===== src/hdl/jsu_pkg.sv =====
`timescale 1ns / 1ps
`default_nettype none

package jsu_pkg;

  // Result kinds
  localparam logic [1:0] KIND_DATA  = 2'd0;
  localparam logic [1:0] KIND_CLOSE = 2'd1;
  localparam logic [1:0] KIND_ERROR = 2'd2;

  // Error codes
  localparam logic [2:0] ERR_NONE     = 3'd0;
  localparam logic [2:0] ERR_NO_QUOTE = 3'd1;
  localparam logic [2:0] ERR_SYMBOL   = 3'd2;
  localparam logic [2:0] ERR_ESCAPE   = 3'd3;
  localparam logic [2:0] ERR_HEX      = 3'd4;
  localparam logic [2:0] ERR_EOD      = 3'd5;

  // Task queue between front and back
  localparam int unsigned QDEPTH = 4;
  localparam int unsigned QAW    = 2;

  // One unit of back-end work: a code point and its UTF-8 length, or a
  // single close / error result (len is then 1 and cp is zero)
  typedef struct packed {
    logic [30:0] cp;
    logic [2:0]  len;
    logic [1:0]  kind;
    logic [2:0]  err;
  } jsu_task_t;

endpackage

`default_nettype wire


===== src/hdl/jsu_front.sv =====
`timescale 1ns / 1ps
`default_nettype none

module jsu_front import jsu_pkg::*; (
  input  wire logic      clk_i,
  input  wire logic      rst_ni,
  input  wire logic      accept_i,
  input  wire logic [7:0] byte_i,
  input  wire logic      eod_i,
  output jsu_task_t      task_o,
  output logic           push_o
);

  localparam logic [2:0] PH_IDLE = 3'd0;
  localparam logic [2:0] PH_STR  = 3'd1;
  localparam logic [2:0] PH_ESC  = 3'd2;
  localparam logic [2:0] PH_HEX  = 3'd3;
  localparam logic [2:0] PH_CONT = 3'd4;

  logic [2:0]  phase_q, phase_d;
  logic [30:0] cp_q, cp_d;
  logic [2:0]  pend_q, pend_d;

  // Length of the shortest UTF-8 form of a code point
  function automatic logic [2:0] utf8_len(input logic [30:0] cp);
    logic [2:0] n;
    if (cp <= 31'h7F)            n = 3'd1;
    else if (cp <= 31'h7FF)      n = 3'd2;
    else if (cp <= 31'hFFFF)     n = 3'd3;
    else if (cp <= 31'h1FFFFF)   n = 3'd4;
    else if (cp <= 31'h3FFFFFF)  n = 3'd5;
    else                         n = 3'd6;
    return n;
  endfunction

  logic [3:0]  hex_val;
  logic        hex_ok;
  logic [30:0] cp_hex;
  logic [30:0] cp_cont;
  logic [2:0]  pend_dec;

  // Decode one hex digit
  always_comb begin
    hex_ok  = 1'b1;
    hex_val = 4'd0;
    if (byte_i >= 8'h30 && byte_i <= 8'h39) begin
      hex_val = byte_i[3:0];
    end else if ((byte_i >= 8'h41 && byte_i <= 8'h46) ||
                 (byte_i >= 8'h61 && byte_i <= 8'h66)) begin
      hex_val = byte_i[3:0] + 4'd9;
    end else begin
      hex_ok = 1'b0;
    end
  end

  assign cp_hex   = {cp_q[26:0], hex_val};
  assign cp_cont  = {cp_q[24:0], byte_i[5:0]};
  assign pend_dec = pend_q - 3'd1;

  // Classify the item and build the task for the back end
  always_comb begin
    phase_d     = phase_q;
    cp_d        = cp_q;
    pend_d      = pend_q;
    push_o      = 1'b0;
    task_o.cp   = '0;
    task_o.len  = 3'd1;
    task_o.kind = KIND_DATA;
    task_o.err  = ERR_NONE;
    if (accept_i) begin
      if (eod_i) begin
        push_o      = 1'b1;
        task_o.kind = KIND_ERROR;
        task_o.err  = (phase_q == PH_IDLE) ? ERR_NO_QUOTE : ERR_EOD;
        phase_d     = PH_IDLE;
        cp_d        = '0;
        pend_d      = '0;
      end else begin
        unique case (phase_q)
          PH_IDLE: begin
            if (byte_i == 8'h22) begin
              phase_d = PH_STR;
            end else begin
              push_o      = 1'b1;
              task_o.kind = KIND_ERROR;
              task_o.err  = ERR_NO_QUOTE;
              cp_d        = '0;
              pend_d      = '0;
            end
          end
          PH_STR: begin
            if (byte_i == 8'h22) begin
              push_o      = 1'b1;
              task_o.kind = KIND_CLOSE;
              phase_d     = PH_IDLE;
            end else if (byte_i == 8'h5C) begin
              phase_d = PH_ESC;
            end else if ((byte_i < 8'h20 && byte_i != 8'h09 && byte_i != 8'h0D &&
                          byte_i != 8'h0A) || byte_i > 8'hFD ||
                         byte_i[7:6] == 2'b10) begin
              push_o      = 1'b1;
              task_o.kind = KIND_ERROR;
              task_o.err  = ERR_SYMBOL;
              phase_d     = PH_IDLE;
              cp_d        = '0;
              pend_d      = '0;
            end else if (!byte_i[7]) begin
              push_o    = 1'b1;
              task_o.cp = {23'd0, byte_i};
            end else begin
              phase_d = PH_CONT;
              if (byte_i[7:2] == 6'b111111) begin
                pend_d = 3'd5;
                cp_d   = {30'd0, byte_i[0]};
              end else if (byte_i[7:3] == 5'b11111) begin
                pend_d = 3'd4;
                cp_d   = {29'd0, byte_i[1:0]};
              end else if (byte_i[7:4] == 4'b1111) begin
                pend_d = 3'd3;
                cp_d   = {28'd0, byte_i[2:0]};
              end else if (byte_i[7:5] == 3'b111) begin
                pend_d = 3'd2;
                cp_d   = {27'd0, byte_i[3:0]};
              end else begin
                pend_d = 3'd1;
                cp_d   = {26'd0, byte_i[4:0]};
              end
            end
          end
          PH_ESC: begin
            phase_d = PH_STR;
            push_o  = 1'b1;
            case (byte_i)
              8'h22, 8'h5C, 8'h2F: task_o.cp = {23'd0, byte_i};
              8'h62:               task_o.cp = 31'h08;
              8'h66:               task_o.cp = 31'h0C;
              8'h6E:               task_o.cp = 31'h0A;
              8'h74:               task_o.cp = 31'h09;
              8'h72:               task_o.cp = 31'h0D;
              8'h75: begin
                push_o  = 1'b0;
                phase_d = PH_HEX;
                cp_d    = '0;
                pend_d  = 3'd4;
              end
              default: begin
                task_o.kind = KIND_ERROR;
                task_o.err  = ERR_ESCAPE;
                phase_d     = PH_IDLE;
                cp_d        = '0;
                pend_d      = '0;
              end
            endcase
          end
          PH_HEX: begin
            if (!hex_ok) begin
              push_o      = 1'b1;
              task_o.kind = KIND_ERROR;
              task_o.err  = ERR_HEX;
              phase_d     = PH_IDLE;
              cp_d        = '0;
              pend_d      = '0;
            end else begin
              cp_d   = cp_hex;
              pend_d = pend_dec;
              if (pend_dec == 3'd0) begin
                phase_d    = PH_STR;
                push_o     = 1'b1;
                task_o.cp  = cp_hex;
                task_o.len = utf8_len(cp_hex);
              end
            end
          end
          PH_CONT: begin
            if (byte_i[7:6] != 2'b10) begin
              push_o      = 1'b1;
              task_o.kind = KIND_ERROR;
              task_o.err  = ERR_SYMBOL;
              phase_d     = PH_IDLE;
              cp_d        = '0;
              pend_d      = '0;
            end else begin
              cp_d   = cp_cont;
              pend_d = pend_dec;
              if (pend_dec == 3'd0) begin
                phase_d    = PH_STR;
                push_o     = 1'b1;
                task_o.cp  = cp_cont;
                task_o.len = utf8_len(cp_cont);
              end
            end
          end
          default: begin
            push_o      = 1'b1;
            task_o.kind = KIND_ERROR;
            task_o.err  = ERR_SYMBOL;
            phase_d     = PH_IDLE;
            cp_d        = '0;
            pend_d      = '0;
          end
        endcase
      end
    end
  end

  // Hold parser state
  always_ff @(posedge clk_i or negedge rst_ni) begin
    if (!rst_ni) begin
      phase_q <= PH_IDLE;
      cp_q    <= '0;
      pend_q  <= '0;
    end else begin
      phase_q <= phase_d;
      cp_q    <= cp_d;
      pend_q  <= pend_d;
    end
  end

endmodule

`default_nettype wire


===== src/hdl/jsu_queue.sv =====
`timescale 1ns / 1ps
`default_nettype none

module jsu_queue import jsu_pkg::*; (
  input  wire logic      clk_i,
  input  wire logic      rst_ni,
  input  wire logic      push_i,
  input  wire jsu_task_t task_i,
  input  wire logic      pop_i,
  output jsu_task_t      head_o,
  output logic           valid_o,
  output logic           full_o
);

  jsu_task_t        mem_q [QDEPTH];
  logic [QAW-1:0]   wr_ptr_q, rd_ptr_q;
  logic [QAW:0]     count_q;

  assign head_o  = mem_q[rd_ptr_q];
  assign valid_o = (count_q != '0);
  assign full_o  = (count_q == (QAW+1)'(QDEPTH));

  // Store pushed tasks
  always_ff @(posedge clk_i) begin
    if (push_i) begin
      mem_q[wr_ptr_q] <= task_i;
    end
  end

  // Advance pointers and occupancy
  always_ff @(posedge clk_i or negedge rst_ni) begin
    if (!rst_ni) begin
      wr_ptr_q <= '0;
      rd_ptr_q <= '0;
      count_q  <= '0;
    end else begin
      if (push_i) begin
        wr_ptr_q <= wr_ptr_q + QAW'(1);
      end
      if (pop_i) begin
        rd_ptr_q <= rd_ptr_q + QAW'(1);
      end
      if (push_i && !pop_i) begin
        count_q <= count_q + (QAW+1)'(1);
      end else if (pop_i && !push_i) begin
        count_q <= count_q - (QAW+1)'(1);
      end
    end
  end

endmodule

`default_nettype wire


===== src/hdl/jsu_back.sv =====
`timescale 1ns / 1ps
`default_nettype none

module jsu_back import jsu_pkg::*; (
  input  wire logic       clk_i,
  input  wire logic       rst_ni,
  input  wire jsu_task_t  head_i,
  input  wire logic       head_valid_i,
  output logic            pop_o,
  output logic            out_valid_o,
  input  wire logic       out_ready_i,
  output logic [7:0]      out_byte_o,
  output logic [1:0]      out_kind_o,
  output logic [2:0]      out_err_o,
  output logic            out_last_o
);

  logic [2:0] idx_q, idx_d;
  logic       valid_q;
  logic [7:0] byte_q, byte_d;
  logic [1:0] kind_q;
  logic [2:0] err_q;
  logic       last_q, last_d;
  logic       load;
  logic [2:0] shift_sel;

  assign load      = head_valid_i && (!valid_q || out_ready_i);
  assign last_d    = (idx_q == head_i.len - 3'd1);
  assign pop_o     = load && last_d;
  assign idx_d     = last_d ? 3'd0 : idx_q + 3'd1;
  assign shift_sel = head_i.len - 3'd1 - idx_q;

  // Pick the lead byte or the continuation byte at this position
  always_comb begin
    byte_d = 8'h00;
    if (idx_q == 3'd0) begin
      case (head_i.len)
        3'd2:    byte_d = {3'b110, head_i.cp[10:6]};
        3'd3:    byte_d = {4'b1110, head_i.cp[15:12]};
        3'd4:    byte_d = {5'b11110, head_i.cp[20:18]};
        3'd5:    byte_d = {6'b111110, head_i.cp[25:24]};
        3'd6:    byte_d = {7'b1111110, head_i.cp[30]};
        default: byte_d = head_i.cp[7:0];
      endcase
    end else begin
      case (shift_sel)
        3'd1:    byte_d = {2'b10, head_i.cp[11:6]};
        3'd2:    byte_d = {2'b10, head_i.cp[17:12]};
        3'd3:    byte_d = {2'b10, head_i.cp[23:18]};
        3'd4:    byte_d = {2'b10, head_i.cp[29:24]};
        default: byte_d = {2'b10, head_i.cp[5:0]};
      endcase
    end
  end

  // Step through the bytes of the head task
  always_ff @(posedge clk_i or negedge rst_ni) begin
    if (!rst_ni) begin
      idx_q   <= '0;
      valid_q <= 1'b0;
    end else begin
      if (load) begin
        idx_q <= idx_d;
      end
      if (load) begin
        valid_q <= 1'b1;
      end else if (out_ready_i) begin
        valid_q <= 1'b0;
      end
    end
  end

  // Hold the output item until taken
  always_ff @(posedge clk_i) begin
    if (load) begin
      byte_q <= byte_d;
      kind_q <= head_i.kind;
      err_q  <= head_i.err;
      last_q <= last_d;
    end
  end

  assign out_valid_o = valid_q;
  assign out_byte_o  = byte_q;
  assign out_kind_o  = kind_q;
  assign out_err_o   = err_q;
  assign out_last_o  = last_q;

endmodule

`default_nettype wire


===== src/hdl/json_string_unescape_utf8.sv =====
`timescale 1ns / 1ps
`default_nettype none

// Decoder for one quoted JSON string value. It takes one text byte per cycle
// on the slave side whenever its four-entry task queue has room, and it gives
// one result per cycle on the master side while m_axis_tready is high and the
// queue holds work. A byte that completes a code point of n UTF-8 bytes (up to
// 6) yields n output bytes; the queue between the parser and the UTF-8 encoder
// absorbs such bursts, so the input side stalls only when the queue is full,
// as when several long code points arrive together or the master side holds off.
// An item's task is queued, and its results are then registered at the output.
// Results of kind 1 close the string, kind 2 report an error code; tlast marks
// the final result caused by one input item.

module json_string_unescape_utf8 import jsu_pkg::*; (
  input  wire logic       clk_i,
  input  wire logic       rst_ni,
  input  wire logic       s_axis_tvalid,
  output logic            s_axis_tready,
  input  wire logic [7:0] s_axis_tdata,   // [7:0] in_byte
  input  wire logic       s_axis_tuser,   // [0] end_of_data
  output logic            m_axis_tvalid,
  input  wire logic       m_axis_tready,
  output logic [7:0]      m_axis_tdata,   // [7:0] out_byte
  output logic [4:0]      m_axis_tuser,   // [1:0] out_kind, [4:2] error_code
  output logic            m_axis_tlast
);

  jsu_task_t push_task;
  jsu_task_t head_task;
  logic      push;
  logic      pop;
  logic      head_valid;
  logic      q_full;
  logic      accept;
  logic [1:0] out_kind;
  logic [2:0] out_err;

  assign s_axis_tready = !q_full;
  assign accept        = s_axis_tvalid && s_axis_tready;

  jsu_front u_front (
    .clk_i    (clk_i),
    .rst_ni   (rst_ni),
    .accept_i (accept),
    .byte_i   (s_axis_tdata),
    .eod_i    (s_axis_tuser),
    .task_o   (push_task),
    .push_o   (push)
  );

  jsu_queue u_queue (
    .clk_i   (clk_i),
    .rst_ni  (rst_ni),
    .push_i  (push),
    .task_i  (push_task),
    .pop_i   (pop),
    .head_o  (head_task),
    .valid_o (head_valid),
    .full_o  (q_full)
  );

  jsu_back u_back (
    .clk_i        (clk_i),
    .rst_ni       (rst_ni),
    .head_i       (head_task),
    .head_valid_i (head_valid),
    .pop_o        (pop),
    .out_valid_o  (m_axis_tvalid),
    .out_ready_i  (m_axis_tready),
    .out_byte_o   (m_axis_tdata),
    .out_kind_o   (out_kind),
    .out_err_o    (out_err),
    .out_last_o   (m_axis_tlast)
  );

  assign m_axis_tuser = {out_err, out_kind};

endmodule

`default_nettype wire

===== config.mk =====
export PLATFORM = sky130hd
export DESIGN_NAME = json_string_unescape_utf8
export DESIGN_NICKNAME = d
export VERILOG_FILES = /design/src/hdl/jsu_pkg.sv /design/src/hdl/jsu_front.sv /design/src/hdl/jsu_queue.sv /design/src/hdl/jsu_back.sv /design/src/hdl/json_string_unescape_utf8.sv
export SDC_FILE = /design/constraint.sdc
export NUM_CORES = 1
export LEC_CHECK = 0
export ABC_AREA = 1
export ABC_CLOCK_PERIOD_IN_PS = 4200
export BUFFER_PORTS_ARGS = -buffer_cell sky130_fd_sc_hd__buf_2
export CAP_MARGIN = 20
export CORE_AREA = 2 2 104 182
export CTS_CLUSTER_SIZE = 28
export DETAILED_ROUTE_END_ITERATION = 8
export DIE_AREA = 0 0 106 184
export GPL_ROUTABILITY_DRIVEN = 0
export PLACE_DENSITY = 0.9
export SLEW_MARGIN = 20
export SYNTH_ARGS = -nofsm -noshare
export SYNTH_HDL_FRONTEND = slang
export SYNTH_SLANG_ARGS = --single-unit

===== constraint.sdc =====
create_clock -name clk_i -period 4.2 [get_ports clk_i]
set_input_delay 0.42 -clock clk_i [delete_from_list [all_inputs] [get_ports clk_i]]
set_output_delay 0.42 -clock clk_i [all_outputs]
set_load 0.02 [all_outputs]

* Word-level counts from Yosys, hierarchy flattened *
Memory sizes are Yosys's and may differ from the RTL's.
Cells that the tools add are included.

storage, ports and cells
  flip-flop bits (word level) = 58
  latch bits = 0
  memory bits (writable) = 156
  memory bits (read-only) = 0
  bits of input ports = 13
  memories = 1

operators by class
  add/subtract/negate cells = 9
  multiply operators = 0
  divide/modulo/power cells = 0
  order comparisons = 18
  eq/ne operators = 40
  shift-type cells = 0
  mux-type cells = 99
  bitwise gates (word level) = 0
  reduce and logical (&&, ||, !) cells = 30

memories
  name           depth  width  rd ports  clocked after memory_dff  wr ports  line             text
  u_queue.mem_q  4      39     1         0                         1         jsu_queue.sv:15  jsu_task_t mem_q [QDEPTH];

operators by type and width
  operator              number
  $mux 27               12
  $mux 34               5
  $pmux 27 s5           1
  $pmux 31 s4           1
  $mux 31               3
  $mux 3                30
  $le 31x11->1 const B  2
  $le 31x16->1 const B  2
  $le 31x21->1 const B  2
  $le 31x26->1 const B  2
  $le 31x7->1 const B   2
  $eq 8x7->1 const B    7
  $pmux 8 s6            1
  $mux 5                8
  $pmux 8 s5            1
  $mux 39               1
  $pmux 3 s5            2
  $pmux 5 s5            1
  $ne 8x4->1 const B    3
  $pmux 6 s4            1
  $eq 3x3->1 const B    7
  $eq 3x2->1 const B    6
  $mux 1                17
  $eq 8x6->1 const B    2
  39 further kinds      77

* Depth between registers and ports, before layout *
  word-level depth = 16
  gate-level depth with buffers = 21
  mapped depth without buffers = 19

* Hierarchy *
Synthesis repeated with hierarchy kept, for this count alone.

second synthesis, totals
  cell total of the unflattened synthesis = 1314
  area total of the unflattened synthesis = 11707.5 µm²

modules (own cells, without submodules)
  module                     times used  cells each  area an instance (µm²)  sequential area each (µm²)
  jsu_queue                  1           504         6806.5                  4859.7
  jsu_front                  1           619         3440.8                  825.8
  jsu_back                   1           188         1446.4                  520.5
  json_string_unescape_utf8  1           3           13.8                    0.0

* Worst setup path after synthesis *
Ideal clock, no wire load.

  path kind = flip-flop to flip-flop
  start point = register u_front.pend_q[0]
  end point = memory u_queue.mem_q[0][0] in the netlist's numbering, enable pin
  setup time = 435 ps
  data arrival time = 3245 ps
  data required time = 3765 ps
  setup slack = 520 ps
  stages on the path, launching flop included = 11
  cell sequence = dfrtp_1 > inv_1 > ha_1 > xnor2_1 > nand2_1 > inv_1 > clkbuf_1 > a211oi_1 > nand3_1 > nand2_2 > nor2_1

between the ends
  longest elaborated chain between the ends = 9
  elaborated cells between the ends (all ways) = 10
  classes of those cells = add/sub (1); mux (8); reduce/logical (1)

ends and longest elaborated chain
  item                              line                                text
  from (decl)                       jsu_front.sv:22                     logic [2:0] pend_q, pend_d;
  from (signal assigned)            jsu_front.sv:215                    pend_q <= pend_d;
  $sub 3x1->3 *                     jsu_front.sv:58                     assign pend_dec = pend_q - 3'd1;
  $logic_not 3->1 *                 jsu_front.sv:166, jsu_front.sv:185
  $mux 1 *                          jsu_front.sv:166, jsu_front.sv:185
  $mux 1, on equally long branches  jsu_front.sv:175, jsu_front.sv:156
  $pmux 1 s5 *                      jsu_front.sv:79                     unique case (phase_q)
  $mux 1 *                          jsu_front.sv:71                     if (eod_i) begin
  $mux 1 *                          jsu_front.sv:70                     if (accept_i) begin
  $mux 1 *                          jsu_queue.sv:25                     if (push_i) begin
  $mux 1 (not written as such) *    jsu_queue.sv:26                     mem_q[wr_ptr_q] <= task_i;
  to (decl)                         jsu_queue.sv:15

Every way passes the cells marked *; elsewhere a longest branch is shown, timed or not.

* Worst setup path after layout *
  start point = register u_queue.rd_ptr_q[0]
  end point = register u_queue.count_q[2]

between the ends
  longest elaborated chain between the ends = 7
  elaborated cells between the ends (all ways) = 9
  classes of those cells = add/sub (1); eq/ne (1); mux (1); reduce/logical (5); memory (1)

ends and longest elaborated chain
  item                                                line             text
  from (decl)                                         jsu_queue.sv:16  logic [QAW-1:0] wr_ptr_q, rd_ptr_q;
  from (signal assigned)                              jsu_queue.sv:41  rd_ptr_q <= rd_ptr_q + QAW'(1);
  $mem_v2 4x39 *                                      --
  $sub 3x1->3 *                                       jsu_back.sv:28   assign last_d = (idx_q == head_i.len - 3'd1);
  $eq 3x3->1 *                                        jsu_back.sv:28
  named net u_back.last_d                             jsu_back.sv:23   logic last_q, last_d;
  $logic_and 1x1->1 *                                 jsu_back.sv:29   assign pop_o = load && last_d;
  $logic_not 1->1                                     jsu_queue.sv:43  if (push_i && !pop_i) begin
  $logic_and 1x1->1                                   jsu_queue.sv:43
  $mux 3 / $reduce_bool 2->1 (equally long branches)  --
  to (signal assigned)                                jsu_queue.sv:44  count_q <= count_q + (QAW+1)'(1);
  to (signal assigned)                                jsu_queue.sv:46  count_q <= count_q - (QAW+1)'(1);
  to (decl)                                           jsu_queue.sv:17  logic [QAW:0] count_q;

Mark *: on every way through the listed nets, which the timed path passes. The rest lies on a longest branch.
A chain may end at the register's enable or synchronous reset.

==> results.json <==
{
  "hold_violations": 0,
  "start_util_pct": 62.3,
  "grt_util_met1_pct": 32.8,
  "core.rowCount": 65,
  "postCtsSetupRepairBufs": 0,
  "final.setup.tns_ns": 0,
  "antenna_cells": 0,
  "ant_nets": 0,
  "grt_pass1_wl_um": 45900,
  "status": "finished clean",
  "synth_nets": 1293,
  "dr.first_iter.drc_count": 783,
  "slew_headroom_pct": 32.8,
  "dieHeight_um": 184,
  "ys_types": 49,
  "cts_buffers": 19,
  "met2_usage_pct": 54.8,
  "met3_usage_pct": 3.58,
  "fin_util_pct": 67.6,
  "layout-drive-gt1-share_pct": 9.27,
  "max_cap_viol_count": 0,
  "cts_sinks": 214,
  "synthArstFlopShare_pct": 20.6,
  "reg2reg_slack_ns": 0.63,
  "power_density_mw_per_mm2": 693,
  "hold_start": "m_axis_tready",
  "tightest_slew_ns": 1.01,
  "ff2ff_path_depth": 16,
  "synth_top_area_share_pct": 45.6,
  "synth_top_flop_cell": "edfxtp_1",
  "worstSetupStartpointType": "register",
  "path_max_fanout": 31,
  "yosys.cell_count.top_type": "nand2_1",
  "area_growth_pct": 8.54,
  "drt_pre_antenna_iters": 5,
  "cts-root-buf": "clkbuf_16",
  "hold_end": "u_back.out_valid_o",
  "hold_path_class": "input port to register",
  "dieArea_sq_mm": 0.0195,
  "synth_warnings": 0,
  "synthCells": 1257,
  "rr_endpoint": "u_queue.count_q[2]",
  "vias": 9486,
  "critPathCaptureType": "register",
  "hold_path_depth": 3,
  "setup_viol": 0,
  "irDropWorstVdd_mv": 0.509,
  "seq_area_frac_synth_pct": 55.4,
  "portBuffers": 28,
  "fmax_ghz": 0.280,
  "cts_max_level": 1,
  "netlist_area_sq_mm": 0.0112,
  "ys_seq_elements": 214,
  "clock_skew_ns": 0.0151,
  "antenna_found_initial": 0,
  "syn_avg_cell_area_sq_um": 8.90,
  "period_share_pct": 85.1,
  "ioPinCount": 29,
  "synth_edf_count": 170,
  "synth.area.top_cells": "edfxtp_1, dfrtp_1, nand2_1",
  "finalCriticalPeriod_ns": 3.57,
  "grt-ovfl-total": 0,
  "criticalPathCategory": "register to register",
  "worstPathArrival_ns": 3.94,
  "final_nets": 1308,
  "clk_pin_slew_worst_paths_ns": 0.07,
  "nFillCells": 1288,
  "rsz0062_at_grt": "no",
  "insertion_delay_ns": 0.49,
  "wl_per_cell_um": 19.0,
  "routed_via_density": 6.25,
  "cts_tree": "done",
  "drc": 0,
  "dp_hpwl_um": 19600,
  "clock_path_buffers": 3,
  "grt_max_degree": 50,
  "cp.required_ns": 4.56,
  "wl_um": 28900,
  "slew_viol_final": 0,
  "yosys.area.top_type": "edfxtp_1",
  "grt_pass1_vias": 9308,
  "reg2reg_from": "u_queue.rd_ptr_q[0]",
  "grt_use_total_pct": 30.2,
  "grt_busiest_layer": "met2",
  "coreArea_sq_mm": 0.0180,
  "p_leak_nw": 4.86,
  "die_w_um": 106,
  "ys_top_cells_by_count": "nand2_1, nor2_1, edfxtp_1"
}
-- power breakdown --
part	switching [mW]	total (mW)	internal (mW)
clock network	0.772	1.73	0.960
registers	0.146	2.99	2.84
logic	2.66	3.70	1.04
-- sequential cells by signal, indices dropped and copies added, names as in the netlist, 3 cells and up --
signal,flops
u_queue.mem_q,156
u_front.cp_q,27
u_back.out_byte_o,8
u_back.idx_q,3
u_back.out_err_o,3
u_front.pend_q,3
u_front.phase_q,3
u_queue.count_q,3
-- per-stage QoR --
stage | area, sq um | power [mW] | cells | worst slack [ns] | hold slack [ns]
2_1_floorplan | 11200 | 5.56 | 1257 | 0.520 | 0.124
3_3_place_gp | 11500 | 6.40 | 1484 | 0.844 | 0.455
3_5_place_dp | 11500 | 6.58 | 1484 | 0.629 | 0.464
4_1_cts | 12100 | 8.34 | 1517 | 0.626 | 0.170
5_1_grt | 12100 | 8.87 | 1518 | 0.399 | 0.402
6_report | 12100 | 8.42 | 1518 | 0.627 | 0.375
-- layer usage --
| metal | up-vias | share of wire, % |
|---|---|---|
| met5 | - | 0 |
| met4 | 0 | 6.9 |
| met3 | 161 | 7.1 |
| met2 | 632 | 53 |
| met1 | 4404 | 33 |
| li1 | 4289 | - |
-- critical path, cell delays in order (launching register included) --
cell     delay, ns
dfrtp_2       0.39
buf_4         0.29
nand2_1       0.09
a32oi_1       0.36
inv_1         0.15
ha_1          0.37
inv_1         0.06
ha_1          0.27
nand3_1       0.13
inv_1         0.08
nand2_1       0.17
ha_1          0.20
inv_1         0.07
fa_1          0.38
a21oi_1       0.16
o21ai_0       0.12
xor2_1        0.16
-- worst max-delay path by stage --
stage / startpoint / endpoint / slack, ns / cells past startpoint
final: u_queue.rd_ptr_q[0] / u_queue.count_q[2] / 0.63 / 16
after global routing: u_queue.rd_ptr_q[0] / u_queue.count_q[2] / 0.40 / 18
after CTS: u_queue.rd_ptr_q[0] / u_queue.count_q[2] / 0.63 / 16
after detailed placement: u_queue.rd_ptr_q[0] / u_queue.count_q[2] / 0.63 / 16
after global placement: u_queue.rd_ptr_q[0] / u_queue.count_q[2] / 0.84 / 16
after floorplan: u_front.pend_q[0] / u_queue.mem_q[0][0] / 0.52 / 10
-- timing repair --
action | CTS | global route
hold buffers | 0 | 1
gates resized for setup | 0 | 0
hold endpoints to repair | 0 | 15
-- cell families after synthesis --
| group | share of synthesized area [%] |
|---|---|
| AO/OA/AOI/OAI | 9.98 |
| XOR/XNOR | 0.704 |
| adder cells (fa/ha/maj) | 2.71 |
| buffers and inverters | 6.85 |
| flip-flops | 55.4 |
| AND/OR/NAND/NOR | 24.3 |
-- cell usage in the layout (no fill, tap or decap), types with 3 or more instances in the layout --
cell	n
o21ai_0	82
inv_2	10
xnor2_1	3
edfxtp_1	170
clkinv_2	4
nand3_1	85
inv_1	129
clkbuf_16	19
ha_1	21
inv_6	4
buf_4	13
o21ai_1	8
buf_2	27
dfrtp_1	43
nor3_1	14
a32o_1	5
nand2_2	10
clkbuf_8	3
o22ai_1	52
nor2_1	175
nand2_1	283
nand4_1	35
xor2_1	6
nor2_4	7
nand3_2	3
nor2_2	5
a21oi_1	31
a31oi_1	3
-- layout make-up --
| type | instances | area, sq um | share of cell area (%) |
|---|---|---|---|
| multi-input cells | 854 | 4260 | 35.0 |
| inverters | 142 | 536 | 4.41 |
| clock buffers | 23 | 520 | 4.28 |
| flip-flops and latches | 214 | 6210 | 51.1 |
| well taps | 234 | 293 | 2.41 |
| repair buffers | 41 | 243 | 2.00 |
| clock inverters | 10 | 93.8 | 0.772 |
Power figures use the tool's default switching activity.
